$ cat config.mk
export PLATFORM = sky130hd
export DESIGN_NAME = averaging_voltmeter_display
export DESIGN_NICKNAME = d
export VERILOG_FILES = /design/src/rtl/avm_pkg.sv /design/src/rtl/averaging_voltmeter_display.sv /design/src/rtl/avm_average.sv /design/src/rtl/avm_digit_mux.sv
export SDC_FILE = /design/constraint.sdc
export NUM_CORES = 1
export LEC_CHECK = 0
export BUFFER_PORTS_ARGS = -buffer_cell sky130_fd_sc_hd__buf_2
export CORE_ASPECT_RATIO = 1.2
export CORE_MARGIN = 5
export CORE_UTILIZATION = 30
export DETAILED_ROUTE_END_ITERATION = 8
export PLACE_DENSITY = 0.47
export SLEW_MARGIN = 5
export SYNTH_ARGS = -nofsm -noshare
export SYNTH_HDL_FRONTEND = slang
export SYNTH_SLANG_ARGS = --single-unit
$ cat constraint.sdc
create_clock -name clk -period 8.2 [get_ports clk]
set_input_delay 0.82 -clock clk [delete_from_list [all_inputs] [get_ports clk]]
set_output_delay 0.82 -clock clk [all_outputs]
set_load 0.05 [all_outputs]
$ cat src/rtl/avm_pkg.sv
`timescale 1ns / 1ps

package avm_pkg;

	localparam int SAMPLE_W  = 10;
	localparam int VALUE_W   = 12;
	localparam int PERIOD_W  = 10;
	localparam int SEG_W     = 8;
	localparam int DIGITS    = 4;
	localparam int CFG_IDX_W = 1;

	localparam int AVG_LOG2  = 3;
	localparam int AVG_DEPTH = 1 << AVG_LOG2;
	localparam int SUM_W     = VALUE_W + AVG_LOG2;

	// floor(s * 100 / 33) == (s * 12710100) >> 22 for every 10-bit s.
	localparam int          SCALE_SHIFT = 22;
	localparam logic [23:0] SCALE_MULT  = 24'd12710100;
	localparam int          SCALE_W     = SAMPLE_W + 24;

	// floor(x / 10) == (x * 3277) >> 15 for every 12-bit x.
	localparam int          DIV10_SHIFT = 15;
	localparam logic [11:0] DIV10_MULT  = 12'd3277;
	localparam int          QUOT_W      = 9;

	localparam logic [SEG_W-1:0]      DP_MASK     = 8'h80;
	localparam logic [PERIOD_W-1:0]   HALF_RESET  = 10'd500;
	localparam logic [PERIOD_W-1:0]   FULL_RESET  = 10'd1000;

	typedef enum logic [CFG_IDX_W-1:0] {
		REG_HALF_PERIOD = 1'b0,
		REG_FULL_PERIOD = 1'b1
	} cfg_reg_t;

	typedef enum logic {
		OP_SAMPLE = 1'b0,
		OP_TICK   = 1'b1
	} opcode_t;

	typedef struct packed {
		logic                opcode;
		logic [SAMPLE_W-1:0] sample;
	} in_item_t;

	typedef struct packed {
		logic [SEG_W-1:0]   segments;
		logic [DIGITS-1:0]  digit_enables;
		logic               blink;
		logic [VALUE_W-1:0] shown_value;
	} out_item_t;

	typedef struct packed {
		logic [QUOT_W-1:0] quot;
		logic [3:0]        digit;
	} divmod_t;

	function automatic logic [VALUE_W-1:0] scale_sample(input logic [SAMPLE_W-1:0] s);
		logic [SCALE_W-1:0] p;
		p = SCALE_W'(s) * SCALE_W'(SCALE_MULT);
		return p[SCALE_SHIFT +: VALUE_W];
	endfunction

	function automatic divmod_t divmod10(input logic [VALUE_W-1:0] x);
		logic [2*VALUE_W-1:0] p;
		logic [QUOT_W-1:0]    q;
		logic [VALUE_W-1:0]   t;
		divmod_t              r;
		p = (2*VALUE_W)'(x) * (2*VALUE_W)'(DIV10_MULT);
		q = p[DIV10_SHIFT +: QUOT_W];
		t = x - (VALUE_W'(q) * VALUE_W'(10));
		r.quot  = q;
		r.digit = t[3:0];
		return r;
	endfunction

	function automatic logic [SEG_W-1:0] seg7(input logic [3:0] d);
		logic [SEG_W-1:0] s;
		case (d)
			4'd0: s = 8'h3F;
			4'd1: s = 8'h06;
			4'd2: s = 8'h5B;
			4'd3: s = 8'h4F;
			4'd4: s = 8'h66;
			4'd5: s = 8'h6D;
			4'd6: s = 8'h7C;
			4'd7: s = 8'h07;
			4'd8: s = 8'h7F;
			4'd9: s = 8'h67;
			default: s = 8'h00;
		endcase
		return s;
	endfunction

endpackage

$ cat src/rtl/averaging_voltmeter_display.sv
`timescale 1ns / 1ps
// Items pass through the input register to the result registers. Throughput: one item per
// cycle; input stalls only while the input register is full and a result is stalled. All
// per-item work (scaling multiply, running sum, tick compare, digit step) is done between
// them. Reset (arst_n low, asynchronous) clears the average store, the counters, the display
// state and both pipeline valids, and sets the periods to 500 and 1000.
module averaging_voltmeter_display (
	input  logic                          clk,
	input  logic                          arst_n,
	input  logic                          in_valid,
	output logic                          in_stall,
	input  avm_pkg::in_item_t             in_data,
	output logic                          out_valid,
	input  logic                          out_stall,
	output avm_pkg::out_item_t            out_data,
	input  logic                          cfg_valid,
	output logic                          cfg_ready,
	input  logic [avm_pkg::CFG_IDX_W-1:0] cfg_index,
	input  logic [avm_pkg::PERIOD_W-1:0]  cfg_data
);
	import avm_pkg::*;

	logic                valid_s1;
	in_item_t            item_s1;
	logic                out_valid_q;
	logic                advance;
	logic                tick_step;
	logic                sample_load;

	logic [PERIOD_W-1:0] half_q;
	logic [PERIOD_W-1:0] full_q;
	logic [PERIOD_W-1:0] tick_q;
	logic [PERIOD_W-1:0] tick_inc;
	logic                wrap;
	logic                update;
	logic [VALUE_W-1:0]  latched_q;
	logic                blink_q;
	logic [VALUE_W-1:0]  average;
	logic [SEG_W-1:0]    segments;
	logic [DIGITS-1:0]   digit_enables;

	assign advance     = valid_s1 && (!out_valid_q || !out_stall);
	assign in_stall    = valid_s1 && !advance;
	assign tick_step   = advance && (item_s1.opcode == OP_TICK);
	assign sample_load = advance && (item_s1.opcode == OP_SAMPLE);
	assign cfg_ready   = 1'b1;

	always_ff @(posedge clk or negedge arst_n) begin
		if (!arst_n) begin
			valid_s1    <= 1'b0;
			out_valid_q <= 1'b0;
		end else begin
			if (!in_stall) valid_s1 <= in_valid;
			if (advance) out_valid_q <= 1'b1;
			else if (!out_stall) out_valid_q <= 1'b0;
		end
	end

	always_ff @(posedge clk) begin
		if (in_valid && !in_stall) item_s1 <= in_data;
	end

	always_ff @(posedge clk or negedge arst_n) begin
		if (!arst_n) begin
			half_q <= HALF_RESET;
			full_q <= FULL_RESET;
		end else if (cfg_valid && cfg_ready) begin
			case (cfg_index)
				REG_HALF_PERIOD: half_q <= cfg_data;
				REG_FULL_PERIOD: full_q <= cfg_data;
				default: ;
			endcase
		end
	end

	always_comb begin
		tick_inc = tick_q + PERIOD_W'(1);
		wrap     = (tick_inc >= full_q);
		update   = wrap || (tick_inc == half_q);
	end

	always_ff @(posedge clk or negedge arst_n) begin
		if (!arst_n) begin
			tick_q    <= '0;
			latched_q <= '0;
			blink_q   <= 1'b0;
		end else if (tick_step) begin
			tick_q <= wrap ? '0 : tick_inc;
			if (update) begin
				latched_q <= average;
				blink_q   <= ~blink_q;
			end
		end
	end

	avm_average u_average (
		.clk     (clk),
		.arst_n  (arst_n),
		.load    (sample_load),
		.sample  (item_s1.sample),
		.average (average)
	);

	// The multiplexer steps on the latched value from before this tick's update.
	avm_digit_mux u_digit_mux (
		.clk           (clk),
		.arst_n        (arst_n),
		.step          (tick_step),
		.latched       (latched_q),
		.segments      (segments),
		.digit_enables (digit_enables)
	);

	assign out_valid              = out_valid_q;
	assign out_data.segments      = segments;
	assign out_data.digit_enables = digit_enables;
	assign out_data.blink         = blink_q;
	assign out_data.shown_value   = latched_q;

	a_no_tick_hold: assert property (@(posedge clk) disable iff (!arst_n)
		!tick_step |=> ($stable(blink_q) && $stable(latched_q) && $stable(tick_q)))
		else $error("Display state changed without a tick transfer.");
	a_result_held: assert property (@(posedge clk) disable iff (!arst_n)
		(out_valid_q && out_stall) |=> (out_valid_q && $stable(out_data)))
		else $error("Result changed while the result was stalled.");
	a_stall_when_full: assert property (@(posedge clk) disable iff (!arst_n)
		in_stall |-> (valid_s1 && out_valid_q && out_stall))
		else $error("Input stalled while the pipeline could move.");

endmodule

$ cat src/rtl/avm_average.sv
`timescale 1ns / 1ps

module avm_average (
	input  logic                         clk,
	input  logic                         arst_n,
	input  logic                         load,
	input  logic [avm_pkg::SAMPLE_W-1:0] sample,
	output logic [avm_pkg::VALUE_W-1:0]  average
);
	import avm_pkg::*;

	logic [VALUE_W-1:0]  history_q [AVG_DEPTH];
	logic [SUM_W-1:0]    sum_q;
	logic [AVG_LOG2-1:0] slot_q;
	logic [VALUE_W-1:0]  scaled;
	logic [SUM_W-1:0]    sum_next;

	always_comb begin
		scaled   = scale_sample(sample);
		sum_next = sum_q - SUM_W'(history_q[slot_q]) + SUM_W'(scaled);
	end

	always_ff @(posedge clk or negedge arst_n) begin
		if (!arst_n) begin
			for (int i = 0; i < AVG_DEPTH; i++) history_q[i] <= '0;
			sum_q  <= '0;
			slot_q <= '0;
		end else if (load) begin
			history_q[slot_q] <= scaled;
			sum_q             <= sum_next;
			slot_q            <= slot_q + AVG_LOG2'(1);
		end
	end

	assign average = sum_q[AVG_LOG2 +: VALUE_W];

endmodule

$ cat src/rtl/avm_digit_mux.sv
`timescale 1ns / 1ps

module avm_digit_mux (
	input  logic                        clk,
	input  logic                        arst_n,
	input  logic                        step,
	input  logic [avm_pkg::VALUE_W-1:0] latched,
	output logic [avm_pkg::SEG_W-1:0]   segments,
	output logic [avm_pkg::DIGITS-1:0]  digit_enables
);
	import avm_pkg::*;

	typedef enum logic [2:0] {
		PH_UNITS,
		PH_TENS,
		PH_HUNDREDS,
		PH_THOUSANDS,
		PH_RELOAD,
		PH_IDLE
	} phase_t;

	phase_t             phase_q;
	logic [SEG_W-1:0]   seg_q;
	logic [DIGITS-1:0]  en_q;
	logic [VALUE_W-1:0] work_q;
	logic [QUOT_W-1:0]  quot_q;
	divmod_t            dm;
	logic [DIGITS-1:0]  en_lo;
	logic [DIGITS-1:0]  en_hi;

	always_comb begin
		dm    = divmod10((phase_q == PH_UNITS) ? work_q : VALUE_W'(quot_q));
		en_hi = DIGITS'(1) << phase_q[1:0];
		en_lo = DIGITS'(1) << (phase_q[1:0] - 2'd1);
	end

	always_ff @(posedge clk or negedge arst_n) begin
		if (!arst_n) begin
			phase_q <= PH_UNITS;
			seg_q   <= '0;
			en_q    <= '0;
			work_q  <= '0;
			quot_q  <= '0;
		end else if (step) begin
			case (phase_q)
				PH_UNITS: begin
					seg_q   <= seg7(dm.digit);
					en_q    <= en_q | DIGITS'(1);
					quot_q  <= dm.quot;
					phase_q <= PH_TENS;
				end
				PH_TENS, PH_HUNDREDS, PH_THOUSANDS: begin
					seg_q   <= seg7(dm.digit) | ((phase_q == PH_HUNDREDS) ? DP_MASK : '0);
					en_q    <= (en_q & ~en_lo) | en_hi;
					work_q  <= VALUE_W'(quot_q);
					quot_q  <= dm.quot;
					phase_q <= phase_t'(phase_q + 3'd1);
				end
				PH_RELOAD: begin
					seg_q   <= '0;
					en_q    <= en_q & 4'b0111;
					work_q  <= latched;
					phase_q <= PH_IDLE;
				end
				default: begin
					phase_q <= PH_UNITS;
				end
			endcase
		end
	end

	assign segments      = seg_q;
	assign digit_enables = en_q;

	a_one_digit: assert property (@(posedge clk) disable iff (!arst_n) $onehot0(en_q))
		else $error("More than one digit driven at once.");
	a_idle_blank: assert property (@(posedge clk) disable iff (!arst_n)
		(phase_q == PH_IDLE) |-> (en_q == '0 && seg_q == '0))
		else $error("Display not blank in the idle phase.");
	a_hundreds_dp: assert property (@(posedge clk) disable iff (!arst_n)
		(step && phase_q == PH_HUNDREDS) |=> (seg_q[SEG_W-1] && en_q[2]))
		else $error("Hundreds digit shown without its decimal point.");

endmodule
==> metrics.txt <==
Die Area 58,100 sq um; final setup skew 0.0116 ns; DRT iter0 DRCs 533; Clock transition at path regs about 0.060 ns; met1 Use GR 0.163; CP max-delay cell fa_1; design area roughly 18,000 sq um; GP Congestion 0.806; Slew @ Worst Pin 1.08 ns; CTS buffer count 24; Setup Viol. Count Final 0; Startpoint Class flop; core area ~53,000 sq um; Slew Limit Fails 0; Die H 263 um; Crit path required time slightly below 9 ns; cell area after placement around 17,000 sq um; CP Class reg -> reg; worst r2r src item_s1[7]$_DFFE_PP_; final worst slack 0.804 ns; largest net degree at the start of global routing approximately 110; final wirelength roughly 36,000 um; Yosys reg bits 206; layout cells sized above 1 0.167; first-pass GRT wire length 60,500 um; global-route usage over all layers 0.126; R2R setup slack between 0.8 and 0.9 ns; final setup TNS 0 ns; Worst path max stage delay 0.62 ns; Crit. End Element flop; vias in the first global route ~11,000; Area Overhead vs Synth 11.3%; FFs w/ async S/R, synth 0.947; register area share after synthesis 0.327; RSZ-0062 raised after global routing no; Ports between 50 and 60; clock tree sinks 206; DR vias/cell between 4 and 5; dpl cells around 2,200; WL per Instance roughly 16 um; gr ovfl total 0; Max-Cap Viols 0; Post-Syn Instances about 1,500; # hold bufs at CTS 0; mean area per synthesized cell 10.9 sq um; Final Non-Filler Cells 2,234; Setup Fix Bufs, Post-CTS 0; initial antenna violation count 0; post-route ant nets 0; Top FF cell, synth dfrtp_1; Hold WS 0.434 ns; Area contributors post-synth dfrtp_1 (29%), ha_1 (17%), fa_1 (12%); Worst Hold Class in -> async; gr busiest metal met2; clk buf depth 3; slew margin rel. 0.281; mapped cell area 16,000 sq um; Tcrit/Tclk final 0.902; Final HPWL DP 28,300 um; peak supply drop about 0.24 mV; post-CTS sizing 0; Final Power between 6 and 7 mW; number of flops mapped to enable cells by yosys 11; GRT met2 Usage 0.228; status finished clean; Leakage around 9.1 nW; Root Driver clkbuf_16; Worst-Skew Late Latency around 0.52 ns; CP dominant cell by count a21o_1; pre-CTS setup slack 0.683 ns; fin util 0.338; Rows 92; Hold Fails Final Rpt 0; PortBufs 53; Total Nets Final ~1,900; Data arrival, critical path between 7 and 8 ns; Warnings, synthesis 0; fin crit period 7.40 ns; H-tree Lvls 1; PD cells ~390 nW/um^2; total vias in the final route between 10,000 and 15,000; Ant. Diodes 0; unique cell type count in the Yosys netlist just under 80; Starting Density 0.304; met3 usage 0.0144; share of the synthesized area in the top cell type 0.286; number of remaining DRC errors 0; Max Fclk between 0.1 and 0.15 GHz; DR pass1 iterations 4; Die X between 200 and 250 um; Max FO, Critical Path 9; TritonCTS clock tree done; Critical Path Source item_s1[7]$_DFFE_PP_; Post-Syn Nets around 1,800; area leader, netlist dfrtp_1
cells in the mapped netlist, drive strengths merged (3+ instances only):
library cell / n
a211oi: 13
a21o: 24
a21oi: 42
a22o: 7
a31o: 3
a31oi: 9
and2: 4
and3: 7
buf: 8
clkbuf: 35
dfrtp: 183
dfstp: 12
edfxtp: 11
fa: 94
ha: 221
inv: 206
mux2: 82
mux2i: 24
mux4: 24
nand2: 134
nand2b: 7
nand3: 21
nand4: 8
nor2: 45
nor2b: 4
nor3: 13
nor4: 4
o211ai: 8
o21a: 8
o21ai: 107
o21bai: 3
o221ai: 4
o31ai: 11
or2: 3
or3: 4
xnor2: 33
xor2: 23
worst paths after layout:
| check | cells past startpoint | end |
|---|---|---|
| min in group clk | 2 | u_digit_mux.segments[7]$_DFFE_PN0P_ |
| worst min-delay path | 1 | half_q[3]$_DFFE_PN0P_ |
| worst min register to register | 2 | u_digit_mux.segments[7]$_DFFE_PN0P_ |
| max in group asynchronous | 2 | u_average.history_q[29]$_DFFE_PN0P_ |
| worst max register to register | 28 | u_average.sum_q[14]$_DFFE_PN0P_ |
| worst max-delay path | 28 | u_average.sum_q[14]$_DFFE_PN0P_ |
cells by family (layout without fill, tap and decap cells):
| group | count (synthesis) | after routing | share of synthesized area |
|---|---|---|---|
| other | 1 | 1 | 0.000234 |
| DFF | 206 | 206 | 0.327 |
| AOI/OAI and AO/OA | 252 | 252 | 0.102 |
| adders and majority gates | 315 | 315 | 0.290 |
| xor gates and xnor gates | 57 | 57 | 0.0375 |
| and+or+nand+nor | 259 | 259 | 0.0748 |
| muxes | 130 | 130 | 0.109 |
| buffers and inverters | 249 | 309 | 0.0595 |
metal layers:
| layer | part of all wire | vias to the layer above |
|---|---|---|
| met2 | 0.51 | 95 |
| met1 | 0.45 | 5054 |
| li1 | - | 5118 |
| met3 | 0.025 | 35 |
| met5 | 0 | - |
| met4 | 0.017 | 0 |
flip-flops by register name, indices dropped and copies added (netlist names), named ones only:
| name | count |
|---|---|
| u_digit_mux.phase_q | 3 |
| u_digit_mux.quot_q | 9 |
| tick_q | 10 |
| out_valid | 1 |
| u_average.sum_q | 15 |
| u_average.history_q | 96 |
| item_s1 | 11 |
| full_q | 10 |
| u_digit_mux.segments | 8 |
| u_digit_mux.digit_enables | 3 |
| u_average.slot_q | 3 |
| u_digit_mux.work_q | 12 |
| valid_s1 | 1 |
| latched_q | 12 |
| blink_q | 1 |
| half_q | 10 |
placed cells by master, fill, tap and decap left out, types with 13 or more instances in the layout:
cell type,netlist,layout
mux2_2,68,68
mux4_2,24,24
nor2_1,44,44
nand2_1,132,132
inv_1,206,206
buf_2,2,52
a21oi_1,41,41
clkbuf_16,0,25
mux2i_1,24,24
xnor2_1,28,28
nand3_1,18,18
xor2_1,18,18
fa_1,94,94
o21ai_0,92,91
o21ai_1,12,13
dfrtp_1,183,182
a21o_1,24,24
ha_1,221,221
worst max-delay path, delay by kind of cell (launching register included):
kind | cells | cell delay [ns]
adders and majority gates | 8 | 3.26
DFF | 1 | 0.54
and+or+nand+nor | 2 | 0.32
buffers and inverters | 5 | 0.35
AOI/OAI and AO/OA | 11 | 2.31
xor gates and xnor gates | 2 | 0.54
cell type report:
cell class	count	area, sq um
multi-input cells	1014	9820
flip-flops and latches	206	5230
well taps	705	882
clock buffers	34	679
clock inverters	5	75.1
repair buffers	64	357
inverters	206	773
fillers	5462	34900
power breakdown:
group / internal, mW / leakage, nW / switching [mW]
combinational: 1.85 / 6.18 / 2.47
sequential: 1.37 / 2.58 / 0.238
clock: 0.633 / 0.371 / 0.410
total: 3.86 / 9.13 / 3.12
No activity file was read; power rests on OpenSTA's default activity.
